===== config.mk =====
export PLATFORM = sky130hd
export DESIGN_NAME = fdt_node_name_search
export DESIGN_NICKNAME = d
export VERILOG_FILES = /design/src/rtl/fdtns_pkg.sv /design/src/rtl/fdtns_name_cmp.sv /design/src/rtl/fdt_node_name_search.sv
export SDC_FILE = /design/constraint.sdc
export NUM_CORES = 1
export LEC_CHECK = 0
export BUFFER_PORTS_ARGS = -buffer_cell sky130_fd_sc_hd__buf_2
export CORE_MARGIN = 5
export CORE_UTILIZATION = 55
export CTS_CLUSTER_DIAMETER = 150
export DETAILED_ROUTE_END_ITERATION = 8
export GPL_TIMING_DRIVEN = 1
export HOLD_SLACK_MARGIN = 0.02
export PLACE_DENSITY = 0.73
export SKIP_LAST_GASP = 1
export SLEW_MARGIN = 20
export SYNTH_ARGS = -nofsm -noshare
export SYNTH_HDL_FRONTEND = slang
export SYNTH_HIERARCHICAL = 1
export SYNTH_SLANG_ARGS = --single-unit

===== constraint.sdc =====
create_clock -name clk -period 11.55 [get_ports clk]
set_input_delay 1.155 -clock clk [delete_from_list [all_inputs] [get_ports clk]]
set_output_delay 1.155 -clock clk [all_outputs]
set_load 0.1 [all_outputs]

===== src/rtl/fdtns_pkg.sv =====
// fdtns_pkg: token codes, result codes and shared types for the node name search
// used by fdtns_name_cmp and fdt_node_name_search; depends on nothing
`default_nettype none
package fdtns_pkg;

    localparam int WORD_W   = 32;
    localparam int IDX_W    = 30;
    localparam int SKIP_W   = 31;
    localparam int NPOS_W   = 5;
    localparam int TLEN_W   = 5;
    localparam int TBYTES   = 16;
    localparam int STATUS_W = 2;
    localparam int CIDX_W   = 2;
    localparam int CDATA_W  = 64;

    localparam logic [WORD_W-1:0] TOK_NODE_OPEN  = 32'h0000_0001;
    localparam logic [WORD_W-1:0] TOK_NODE_CLOSE = 32'h0000_0002;
    localparam logic [WORD_W-1:0] TOK_PROPERTY   = 32'h0000_0003;
    localparam logic [WORD_W-1:0] TOK_NOP        = 32'h0000_0004;
    localparam logic [WORD_W-1:0] TOK_END        = 32'h0000_0009;

    localparam logic [STATUS_W-1:0] ST_FOUND   = 2'd0;
    localparam logic [STATUS_W-1:0] ST_END     = 2'd1;
    localparam logic [STATUS_W-1:0] ST_UNKNOWN = 2'd2;

    localparam logic [CIDX_W-1:0] REG_STRUCT_BASE = 2'd0;
    localparam logic [CIDX_W-1:0] REG_TARGET_LOW  = 2'd1;
    localparam logic [CIDX_W-1:0] REG_TARGET_HIGH = 2'd2;
    localparam logic [CIDX_W-1:0] REG_TARGET_LEN  = 2'd3;

    typedef enum logic [5:0] {
        PH_TAG  = 6'b000001,
        PH_NAME = 6'b000010,
        PH_PLEN = 6'b000100,
        PH_POFF = 6'b001000,
        PH_SKIP = 6'b010000,
        PH_DONE = 6'b100000
    } phase_t;

    typedef struct packed {
        logic              nul_found;
        logic              match;
        logic              mismatch;
        logic [NPOS_W-1:0] pos;
    } name_res_t;

endpackage
`default_nettype wire


===== src/rtl/fdtns_name_cmp.sv =====
// fdtns_name_cmp: compares the four name bytes of one structure word with the target
// depends on fdtns_pkg
`default_nettype none
module fdtns_name_cmp #(
    parameter int MAX_NAME_BYTES = 16
) (
    input  wire logic [fdtns_pkg::WORD_W-1:0] word,
    input  wire logic [fdtns_pkg::NPOS_W-1:0] pos_in,
    input  wire logic                         mismatch_in,
    input  wire logic [fdtns_pkg::CDATA_W-1:0] target_low,
    input  wire logic [fdtns_pkg::CDATA_W-1:0] target_high,
    input  wire logic [fdtns_pkg::TLEN_W-1:0] target_len,
    output fdtns_pkg::name_res_t              res
);

    logic [7:0] tbytes [fdtns_pkg::TBYTES];

    always_comb
    begin
        for (int i = 0; i < 8; i++)
        begin
            tbytes[i]     = target_low[63-8*i -: 8];
            tbytes[i + 8] = target_high[63-8*i -: 8];
        end
    end

    always_comb
    begin
        logic                             done;
        logic                             mm;
        logic                             hit;
        logic [fdtns_pkg::NPOS_W-1:0]     pos;
        logic [7:0]                       b;
        done = 1'b0;
        mm   = mismatch_in;
        hit  = 1'b0;
        pos  = pos_in;
        for (int k = 0; k < 4; k++)
        begin
            b = word[31-8*k -: 8];
            if (!done)
            begin
                if (b == 8'd0)
                begin
                    done = 1'b1;
                    hit  = !mm && (pos == target_len);
                end
                else if (pos < fdtns_pkg::NPOS_W'(MAX_NAME_BYTES))
                begin
                    if (pos >= target_len || b != tbytes[pos[3:0]])
                        mm = 1'b1;
                    pos = pos + fdtns_pkg::NPOS_W'(1);
                end
                else
                begin
                    mm = 1'b1;
                end
            end
        end
        res.nul_found = done;
        res.match     = hit;
        res.mismatch  = mm;
        res.pos       = pos;
    end

endmodule
`default_nettype wire


===== src/rtl/fdt_node_name_search.sv =====
// fdt_node_name_search: streaming node name search over a device tree structure block
// depends on fdtns_pkg and fdtns_name_cmp
//
// One 32-bit structure word is taken per cycle while the input does not stall. An accepted
// word sits in the input register while the token phase update and name byte compare run,
// and its result, if any, enters the result register as the word leaves it. Most words give
// no result; the first matching begin-node, an end token or an unknown tag gives one,
// after which words are dropped until a word with start_req set. The input stalls only
// while a result waits unaccepted and the input register is full. Configuration is
// always ready.
`default_nettype none
module fdt_node_name_search #(
    parameter int MAX_NAME_BYTES = 16
) (
    input  wire logic                              clk,
    input  wire logic                              rst_n,
    input  wire logic                              in_valid,
    output logic                                   in_ready,
    input  wire logic [fdtns_pkg::WORD_W-1:0]      word,
    input  wire logic                              start_req,
    output logic                                   out_valid,
    input  wire logic                              out_ready,
    output logic [fdtns_pkg::STATUS_W-1:0]         status,
    output logic [fdtns_pkg::WORD_W-1:0]           node_offset,
    input  wire logic                              cfg_valid,
    output logic                                   cfg_ready,
    input  wire logic [fdtns_pkg::CIDX_W-1:0]      cfg_index,
    input  wire logic [fdtns_pkg::CDATA_W-1:0]     cfg_data
);

    logic [fdtns_pkg::WORD_W-1:0]   struct_base_reg;
    logic [fdtns_pkg::CDATA_W-1:0]  target_low_reg;
    logic [fdtns_pkg::CDATA_W-1:0]  target_high_reg;
    logic [fdtns_pkg::TLEN_W-1:0]   target_len_reg;

    logic                           s1_valid_reg;
    logic [fdtns_pkg::WORD_W-1:0]   s1_word_reg;
    logic                           s1_start_reg;

    fdtns_pkg::phase_t              phase_reg, phase_next, phase_cur;
    logic [fdtns_pkg::SKIP_W-1:0]   skip_reg, skip_next;
    logic [fdtns_pkg::NPOS_W-1:0]   name_pos_reg, name_pos_next;
    logic                           mismatch_reg, mismatch_next;
    logic [fdtns_pkg::IDX_W-1:0]    word_idx_reg, word_idx_next, word_idx_cur;
    logic [fdtns_pkg::IDX_W-1:0]    node_idx_reg, node_idx_next;

    logic                           out_valid_reg;
    logic [fdtns_pkg::STATUS_W-1:0] status_reg, status_next;
    logic [fdtns_pkg::WORD_W-1:0]   offset_reg, offset_next;

    logic                           advance;
    logic                           s1_fire;
    logic                           res_valid;
    logic [fdtns_pkg::IDX_W-1:0]    skip_dec;
    fdtns_pkg::name_res_t           name_res;

    assign cfg_ready   = 1'b1;
    assign advance     = !out_valid_reg || out_ready;
    assign in_ready    = !s1_valid_reg || advance;
    assign s1_fire     = s1_valid_reg && advance;
    assign out_valid   = out_valid_reg;
    assign status      = status_reg;
    assign node_offset = offset_reg;

    // configuration registers
    always_ff @(posedge clk or negedge rst_n)
    begin
        if (!rst_n)
        begin
            struct_base_reg <= '0;
            target_low_reg  <= '0;
            target_high_reg <= '0;
            target_len_reg  <= '0;
        end
        else if (cfg_valid && cfg_ready)
        begin
            unique case (cfg_index)
                fdtns_pkg::REG_STRUCT_BASE: struct_base_reg <= cfg_data[31:0];
                fdtns_pkg::REG_TARGET_LOW:  target_low_reg  <= cfg_data;
                fdtns_pkg::REG_TARGET_HIGH: target_high_reg <= cfg_data;
                fdtns_pkg::REG_TARGET_LEN:  target_len_reg  <= cfg_data[4:0];
                default: ;
            endcase
        end
    end

    fdtns_name_cmp #(
        .MAX_NAME_BYTES (MAX_NAME_BYTES)
    ) u_name_cmp (
        .word        (s1_word_reg),
        .pos_in      (name_pos_reg),
        .mismatch_in (mismatch_reg),
        .target_low  (target_low_reg),
        .target_high (target_high_reg),
        .target_len  (target_len_reg),
        .res         (name_res)
    );

    assign skip_dec = skip_reg[fdtns_pkg::IDX_W-1:0] - fdtns_pkg::IDX_W'(1);

    always_comb
    begin
        phase_cur    = s1_start_reg ? fdtns_pkg::PH_TAG : phase_reg;
        word_idx_cur = s1_start_reg ? '0 : word_idx_reg;

        phase_next    = phase_cur;
        skip_next     = skip_reg;
        name_pos_next = name_pos_reg;
        mismatch_next = mismatch_reg;
        node_idx_next = node_idx_reg;
        word_idx_next = word_idx_cur + fdtns_pkg::IDX_W'(1);
        res_valid     = 1'b0;
        status_next   = fdtns_pkg::ST_FOUND;
        offset_next   = '0;

        unique case (phase_cur)
            fdtns_pkg::PH_TAG:
            begin
                priority if (s1_word_reg == fdtns_pkg::TOK_NODE_OPEN)
                begin
                    node_idx_next = word_idx_cur;
                    name_pos_next = '0;
                    mismatch_next = 1'b0;
                    phase_next    = fdtns_pkg::PH_NAME;
                end
                else if (s1_word_reg == fdtns_pkg::TOK_NODE_CLOSE ||
                         s1_word_reg == fdtns_pkg::TOK_NOP)
                begin
                    phase_next = fdtns_pkg::PH_TAG;
                end
                else if (s1_word_reg == fdtns_pkg::TOK_PROPERTY)
                begin
                    phase_next = fdtns_pkg::PH_PLEN;
                end
                else
                begin
                    res_valid   = 1'b1;
                    status_next = (s1_word_reg == fdtns_pkg::TOK_END) ?
                                  fdtns_pkg::ST_END : fdtns_pkg::ST_UNKNOWN;
                    phase_next  = fdtns_pkg::PH_DONE;
                end
            end
            fdtns_pkg::PH_NAME:
            begin
                name_pos_next = name_res.pos;
                mismatch_next = name_res.mismatch;
                if (name_res.nul_found)
                begin
                    if (name_res.match)
                    begin
                        res_valid   = 1'b1;
                        status_next = fdtns_pkg::ST_FOUND;
                        offset_next = struct_base_reg + {node_idx_reg, 2'b00};
                        phase_next  = fdtns_pkg::PH_DONE;
                    end
                    else
                    begin
                        phase_next = fdtns_pkg::PH_TAG;
                    end
                end
            end
            fdtns_pkg::PH_PLEN:
            begin
                // data length rounded up to whole words
                skip_next  = {1'b0, s1_word_reg[31:2]} + fdtns_pkg::SKIP_W'(|s1_word_reg[1:0]);
                phase_next = fdtns_pkg::PH_POFF;
            end
            fdtns_pkg::PH_POFF:
            begin
                phase_next = (skip_reg == '0) ? fdtns_pkg::PH_TAG : fdtns_pkg::PH_SKIP;
            end
            fdtns_pkg::PH_SKIP:
            begin
                skip_next = {1'b0, skip_dec};
                if (skip_dec == '0)
                    phase_next = fdtns_pkg::PH_TAG;
            end
            default:
            begin
                phase_next = fdtns_pkg::PH_DONE;
            end
        endcase
    end

    // input register
    always_ff @(posedge clk or negedge rst_n)
    begin
        if (!rst_n)
        begin
            s1_valid_reg <= 1'b0;
        end
        else if (in_ready)
        begin
            s1_valid_reg <= in_valid;
        end
    end

    always_ff @(posedge clk)
    begin
        if (in_valid && in_ready)
        begin
            s1_word_reg  <= word;
            s1_start_reg <= start_req;
        end
    end

    // walk state
    always_ff @(posedge clk or negedge rst_n)
    begin
        if (!rst_n)
        begin
            phase_reg    <= fdtns_pkg::PH_TAG;
            skip_reg     <= '0;
            name_pos_reg <= '0;
            mismatch_reg <= 1'b0;
            word_idx_reg <= '0;
            node_idx_reg <= '0;
        end
        else if (s1_fire)
        begin
            phase_reg    <= phase_next;
            skip_reg     <= skip_next;
            name_pos_reg <= name_pos_next;
            mismatch_reg <= mismatch_next;
            word_idx_reg <= word_idx_next;
            node_idx_reg <= node_idx_next;
        end
    end

    // result register
    always_ff @(posedge clk or negedge rst_n)
    begin
        if (!rst_n)
        begin
            out_valid_reg <= 1'b0;
        end
        else if (advance)
        begin
            out_valid_reg <= s1_fire && res_valid;
        end
    end

    always_ff @(posedge clk)
    begin
        if (s1_fire && res_valid)
        begin
            status_reg <= status_next;
            offset_reg <= offset_next;
        end
    end

    a_status_code: assert property (@(posedge clk) disable iff (!rst_n)
        out_valid_reg |-> (status_reg == fdtns_pkg::ST_FOUND ||
                           status_reg == fdtns_pkg::ST_END ||
                           status_reg == fdtns_pkg::ST_UNKNOWN))
        else $error("result status out of range");

    a_offset_zero: assert property (@(posedge clk) disable iff (!rst_n)
        (out_valid_reg && status_reg != fdtns_pkg::ST_FOUND) |-> offset_reg == '0)
        else $error("nonzero offset on end or unknown result");

    a_done_after_result: assert property (@(posedge clk) disable iff (!rst_n)
        (s1_fire && res_valid) |=> phase_reg == fdtns_pkg::PH_DONE)
        else $error("walk did not stop after a result");

    a_quiet_when_done: assert property (@(posedge clk) disable iff (!rst_n)
        (s1_fire && phase_reg == fdtns_pkg::PH_DONE && !s1_start_reg) |-> !res_valid)
        else $error("result produced after search finished");

    a_name_pos_bound: assert property (@(posedge clk) disable iff (!rst_n)
        name_pos_reg <= fdtns_pkg::NPOS_W'(MAX_NAME_BYTES))
        else $error("name position beyond limit");

endmodule
`default_nettype wire

==> results.txt, run 1 <==
Power per Cell Area: 188 mW/mm^2
FF-to-FF Start: s1_word_reg[31]$_DFFE_PP_
Root Driver: clkbuf_16
Post-DP HPWL: 55.4 mm
final worst clock skew: 0.0250 ns
final worst setup slack: 2.93 ns
CTS Hold Bufs: 0
P&R area growth vs syn: 11.8%
share of cells above drive strength 1: 0.230
worst slew pin tran: 1.19 ns
Initial Utilization: 0.552
leakage power: 10.4 nW
detailed-router iteration count before antenna repair: 6
Nets: 2448
vias in the first global route: 18900
CTS max path bufs: 3
flop-to-flop setup slack: 2.93 ns
RSZ-0062 raised after global routing: false
I/O Pins: 141
synth unique cells: 90
status: finished, final reports clean
largest net degree at the start of global routing: 87
Setup crit end kind: register
TritonCTS clock tree: yes
CTS Buf Count: 39
M3 GR Usage: 0.0945
register area share after synthesis: 0.392
fin. max-slew vios: 0
dpl cell area: 0.0236 mm^2
YS warnings: 6
cell count after synthesis: 2190
core area: 0.0406 mm^2
final hold viol count: 0
crit start category: register
asr flop ratio synth: 0.801
FP Rows: 74
post-synthesis area per instance: 10.2 um^2
Vias: 19400
met1 usage: 0.454
Critical Path AT: 8.83 ns
busiest metal layer after global routing: met2
Resized cells post-CTS: 0
fin area: 0.0250 mm^2
register bit total from synthesis: 337
GP Congestion: 1.05
placed cells: 2776
clk_lat worst skew: 0.58 ns
Setup CP Type: reg2reg
clock slew at reported path FFs: 0.06 ns
Final Instance Count excl. Fillers: 2848
clock sink count: 337
Worst R2R End: node_offset[19]$_SDFFCE_PN0P_
worst hold start: node_idx_reg[2]$_DFFE_PN0P_
initial antenna violation count: 5
first-pass GRT wire length: 116 mm
synth top area cells: dfrtp_1 (30%), mux2_2 (9.1%), edfxtp_1 (9.0%)
drc violations: 0
dpl ws: 3.18 ns
VDD IR max: 0.153 mV
Synthesized Nets: 2353
Post-CTS Setup Bufs: 0
WL final: 76.3 mm
post-synth top area cell: dfrtp_1
remaining global-route overflow: 0
detailed router's first-iteration violation count: 2045
number of flops mapped to enable cells by yosys: 67
Crit path required time: 11.76 ns
die span in x: 212 um
Vias/cell: 6.80
Setup-failing EPs final: 0
DRT antenna net count: 0
wire per inst: 26.8 um
worst min-delay path category: reg2reg
Endpoint, Worst Hold: node_idx_reg[2]$_DFFE_PN0P_
top_reg_cell synth: dfrtp_1
reg2reg path depth: 26
die outline height: 212 um
Clock H-tree levels: 2
port buffer count: 139
Max Clock Freq: 0.116 GHz
period utilisation layout: 0.747
Max-cap violations: 0
critical path fanouts, max: 35
Post-Synthesis Cell Area: 0.0224 mm^2
hold path cells: 2
setup TNS: 0 ns
die area: 0.0448 mm^2
GRT met2 Usage: 0.514
Layout Utilization: 0.617
GRT Util Overall: 0.336
min cycle time layout: 8.62 ns
relative slew slack: 0.205
post-synth top area share: 0.301
-- layout by cell type (no fill, tap or decap), types with 37 or more instances in the layout --
cell and instances:
nand2_1 193, clkbuf_16 42, mux4_2 65, dfrtp_1 267, and3_1 37, buf_2 138
ha_1 58, mux2i_1 82, nor2_1 113, a21oi_1 96, xor2_1 57, o21ai_0 121
inv_1 47, edfxtp_1 67, nor3_1 49, nand2b_1 39, mux2_2 180, xnor2_1 64
buf_4 37, nand3_1 77
-- per-layer routing --
layer | vias to the layer above | wire [um]
li1 | 8490 | -
met5 | - | 66
met1 | 9670 | 31000
met4 | 8 | 3620
met2 | 989 | 34100
met3 | 211 | 7540
-- logic make-up after synthesis --
family / count (synthesis) / share of synthesized area
adder cells (fa/ha/maj): 59 / 0.0333
multiplexers: 328 / 0.193
AND/OR/NAND/NOR: 669 / 0.153
flip-flops: 337 / 0.392
buffers and inverters: 181 / 0.0325
XOR/XNOR: 122 / 0.0481
AO/OA/AOI/OAI: 493 / 0.148
other: 1 / 0.000167
-- final cells by class --
type                    count  area [um^2]
flip-flops and latches    337         8770
diodes                      1         2.50
well taps                 532          666
repair buffers            177          995
fillers                  3336        15500
inverters                  58          218
clock inverters            18          308
clock buffers              53         1160
multi-input cells        1672        12900
-- worst max path at each step --
stage	slack (ns)	to	start
2_1_floorplan	2.08	node_offset[0]$_SDFFCE_PN0P_	s1_word_reg[27]$_DFFE_PP_
3_3_place_gp	3.33	node_offset[18]$_SDFFCE_PN0P_	s1_word_reg[31]$_DFFE_PP_
3_5_place_dp	3.18	node_offset[15]$_SDFFCE_PN0P_	s1_word_reg[31]$_DFFE_PP_
4_1_cts	3.15	node_offset[19]$_SDFFCE_PN0P_	s1_word_reg[31]$_DFFE_PP_
5_1_grt	2.56	node_offset[14]$_SDFFCE_PN0P_	s1_word_reg[31]$_DFFE_PP_
6_report	2.93	node_offset[19]$_SDFFCE_PN0P_	s1_word_reg[31]$_DFFE_PP_
-- synth_stat cells, drive strengths merged, types with 35 or more instances --
cell,n
mux4,65
inv,58
nand2b,39
mux2i,83
xor2,57
mux2,180
buf,35
nand3,78
o21ai,123
nand2,196
and3,37
nor3,52
dfrtp,269
a21oi,96
nor2,113
ha,58
clkbuf,88
edfxtp,67
xnor2,65
-- through the flow --
stage | hold WS, ns | power [W]
finish | 0.487 | 0.00471
global route | 0.524 | 0.00489
CTS | 0.492 | 0.00467
detailed placement | 0.479 | 0.00327
global placement | 0.478 | 0.00324
floorplan | 0.453 | 0.00269
-- critical path: stages (launching register included) --
cell and delay [ns]:
edfxtp_1 0.53, or4_1 0.66, o21ai_4 0.35, mux2i_1 0.23
buf_4 0.31, inv_2 0.35, ha_1 0.41, inv_1 0.04
a211o_1 0.24, o211ai_1 0.10, buf_4 0.26, nand2_1 0.20
buf_4 0.26, inv_2 0.37, ha_1 0.23, and4_1 0.23
o311a_1 0.73, inv_2 0.51, ha_1 0.46, and4_1 0.23
nand4_1 0.10, o211ai_1 0.26, nand3_1 0.11, buf_4 0.27
o21ai_0 0.13, nor3b_2 0.19, buf_4 0.42
-- power by group --
group	switching, W	total, W	internal [W]
sequential	0.000252	0.00160	0.00134
combinational	0.00101	0.00172	0.000719
clock	0.000524	0.00139	0.000868
total	0.00178	0.00471	0.00293
Note: power is estimated with default switching activity, not from simulation.
==> run 2: changes to the inputs <==
==> constraint.sdc (replaced) <==
create_clock -name clk -period 8.2 [get_ports clk]
set_input_delay 0.82 -clock clk [delete_from_list [all_inputs] [get_ports clk]]
set_output_delay 0.82 -clock clk [all_outputs]
set_load 0.1 [all_outputs]
==> run 2 against run 1 <==
  * Global-route usage is essentially flat
  * Worst hold slack lost 0.21 ns
  * Clock-buffer cell count shrank 4
  * Non-clock buffer count grew 9
  * Power grew 39%
  * Sequential share of layout area is essentially flat
  * Final area is essentially flat
  * Routed wire length shrank 0.21%
  * Critical path depth shrank 2
  * Sequential power grew 40%
  * Critical path type unchanged
  * Largest power group unchanged
==> results.txt, run 2 (synthesis results as in run 1) <==
final hold viol count: 0 (unchanged)
WL final: 76.1 mm (-0.21%)
Root Driver: clkbuf_16
FF/Latch Area: 0.00877 mm^2 (unchanged)
die outline height: 212 um (unchanged)
Comb pwr share: 0.376 (+0.010)
I/O Pins: 141 (unchanged)
dpl cell area: 0.0237 mm^2 (+0.42%)
Crit path required time: 8.41 ns (-3.35 ns)
overall power: 0.00657 W (+39%)
Power per Cell Area: 262 mW/mm^2 (+39%)
clock sink count: 337 (unchanged)
Sw Share: 0.385 (+0.00717)
GRT Util Overall: 0.336 (about the same)
setup TNS: 0 ns (unchanged)
Clock H-tree levels: 2 (unchanged)
first-pass GRT wire length: 115 mm (-0.40%)
Resized cells post-CTS: 0 (unchanged)
Setup CP Type: reg2reg
Setup crit end kind: register
Nets: 2456 (+0.33%)
initial antenna violation count: 7 (+2)
WHS: 0.276 ns (-0.211 ns)
CTS Buf Count: 38 (-2.6%)
period utilisation layout: 0.877 (+0.130)
Post-DP HPWL: 56.0 mm (+1.2%)
Setup-failing EPs final: 0 (unchanged)
Inserted Diodes: 0 (-1)
clk_lat worst skew: 0.58 ns (about the same)
Vias: 19200 (-0.77%)
Int Power: 0.00404 W (+38%)
CTS max path bufs: 3 (unchanged)
Vias/cell: 6.73 (-0.98%)
area occupied by multi-input gates: 0.0129 mm^2 (about the same)
Worst R2R End: node_offset[20]$_SDFFCE_PN0P_
detailed-router iteration count before antenna repair: 9 (+3)
fin area: 0.0250 mm^2 (about the same)
Sw Pwr: 0.00253 W (+42%)
remaining global-route overflow: 0 (unchanged)
Max Clock Freq: 0.139 GHz (+20%)
Post-CTS Setup Bufs: 0 (unchanged)
largest net degree at the start of global routing: 153 (+76%)
relative slew slack: 0.320 (+0.114)
sequential share of power: 0.341 (+0.002)
clock share of power: 0.283 (-0.012)
worst min-delay path category: in2async
reg2reg path depth: 24 (-7.7%)
flop-to-flop setup slack: 1.01 ns (-1.92 ns)
min cycle time layout: 7.19 ns (-1.43 ns)
TritonCTS clock tree: yes
fin. max-slew vios: 0 (unchanged)
most frequent cells in the layout: dfrtp_1 (267), nand2_1 (193), mux2_2 (180), buf_2 (138), o21ai_0 (121)
VDD IR max: 0.229 mV (+50%)
worst slew pin tran: 1.01 ns (-0.177 ns)
share of cells above drive strength 1: 0.233 (+0.00275)
core area: 0.0406 mm^2 (unchanged)
RSZ-0062 raised after global routing: false
vias in the first global route: 18600 (-1.9%)
leakage power: 10.4 nW (about the same)
detailed router's first-iteration violation count: 2229 (+9.0%)
Critical Path AT: 7.40 ns (-1.43 ns)
drc violations: 0 (unchanged)
CTS Hold Bufs: 0 (unchanged)
GP Congestion: 1.09 (+4.5%)
critical path fanouts, max: 35 (unchanged)
FP Rows: 74 (unchanged)
most common cell after layout, fill and taps aside: dfrtp_1
P&R area growth vs syn: 11.8% (about the same)
Max-cap violations: 0 (unchanged)
crit start category: register
DRT antenna net count: 0 (unchanged)
die area: 0.0448 mm^2 (unchanged)
Layout Utilization: 0.617 (about the same)
FF-to-FF Start: s1_word_reg[30]$_DFFE_PP_
status: finished, final reports clean
die span in x: 212 um (unchanged)
final worst clock skew: 0.0264 ns (+0.00141 ns)
wire per inst: 26.7 um (-0.42%)
Initial Utilization: 0.552 (unchanged)
clock slew at reported path FFs: 0.07 ns (about the same)
FILL cells: 3400 (+1.9%)
port buffer count: 139 (unchanged)
==> run 2: changes by cell type in the layout (fill, tap and decap cells not counted), sizes merged <==
cell	previous run	this run
clkbuf	53	49
inv	59	63
clkinv	10	7
bufinv	7	5
clkinvlp	0	3
diode	1	0
buf	177	186
==> run 2: power groups by stage <==
stage	Clock, W	Combinational (W)	Sequential [W]
6_report	0.00186	0.00247	0.00224
5_1_grt	0.00196	0.00261	0.00225
4_1_cts	0.00188	0.00240	0.00222
3_5_place_dp	0	0.00239	0.00225
3_3_place_gp	0	0.00236	0.00224
2_1_floorplan	0	0.00168	0.00211
==> run 2: worst max-delay path by stage <==
stage | from | end | slack, ns | depth (start not counted)
finish | s1_word_reg[30]$_DFFE_PP_ | node_offset[20]$_SDFFCE_PN0P_ | 1.01 | 24
global route | s1_word_reg[27]$_DFFE_PP_ | node_offset[15]$_SDFFCE_PN0P_ | 0.55 | 24
CTS | s1_word_reg[27]$_DFFE_PP_ | node_offset[15]$_SDFFCE_PN0P_ | 1.09 | 24
detailed placement | s1_word_reg[30]$_DFFE_PP_ | node_offset[15]$_SDFFCE_PN0P_ | 1.11 | 23
global placement | s1_word_reg[31]$_DFFE_PP_ | node_offset[14]$_SDFFCE_PN0P_ | 1.16 | 23
floorplan | s1_word_reg[27]$_DFFE_PP_ | node_offset[0]$_SDFFCE_PN0P_ | 0.41 | 30
==> run 2: per-layer routing <==
metal / global-route usage / vias to the layer above / wire (um)
li1: - / 8502 / -
met1: 0.470 / 9558 / 31600
met2: 0.522 / 984 / 34700
met3: 0.0751 / 165 / 7030
met4: 0.114 / 10 / 2790
met5: 0 / - / 66
==> run 2: stage by stage <==
step / setup slack (ns) / cells
after floorplan: 0.405 / 2190
after global placement: 1.16 / 2785
after detailed placement: 1.11 / 2785
after CTS: 1.09 / 2854
after global routing: 0.547 / 2854
final: 1.01 / 2854
==> run 2: worst max-delay path: stages (launching register included) <==
cell and delay [ns]:
edfxtp_1 0.54, nor4_4 0.62, a21oi_1 0.17, buf_4 0.26, xnor2_1 0.21, inv_1 0.10
ha_1 0.28, inv_1 0.04, a211o_1 0.23, o211ai_1 0.10, buf_4 0.28, nand2_1 0.11
inv_2 0.56, mux4_2 0.59, mux2i_1 0.38, mux2i_1 0.16, xor2_1 0.17, nor4b_1 0.40
nand4b_1 0.19, o211ai_1 0.24, nand3_1 0.11, buf_4 0.27, o21ai_0 0.14, nor3b_4 0.21
buf_4 0.41
==> run 2: area by class of cell <==
cell class,instances,area share
inverters,58,0.00870
repair buffers,186,0.0433
clock buffers,49,0.0433
well taps,532,0.0266
flip-flops and latches,337,0.350
multi-input cells,1672,0.516
clock inverters,20,0.0118
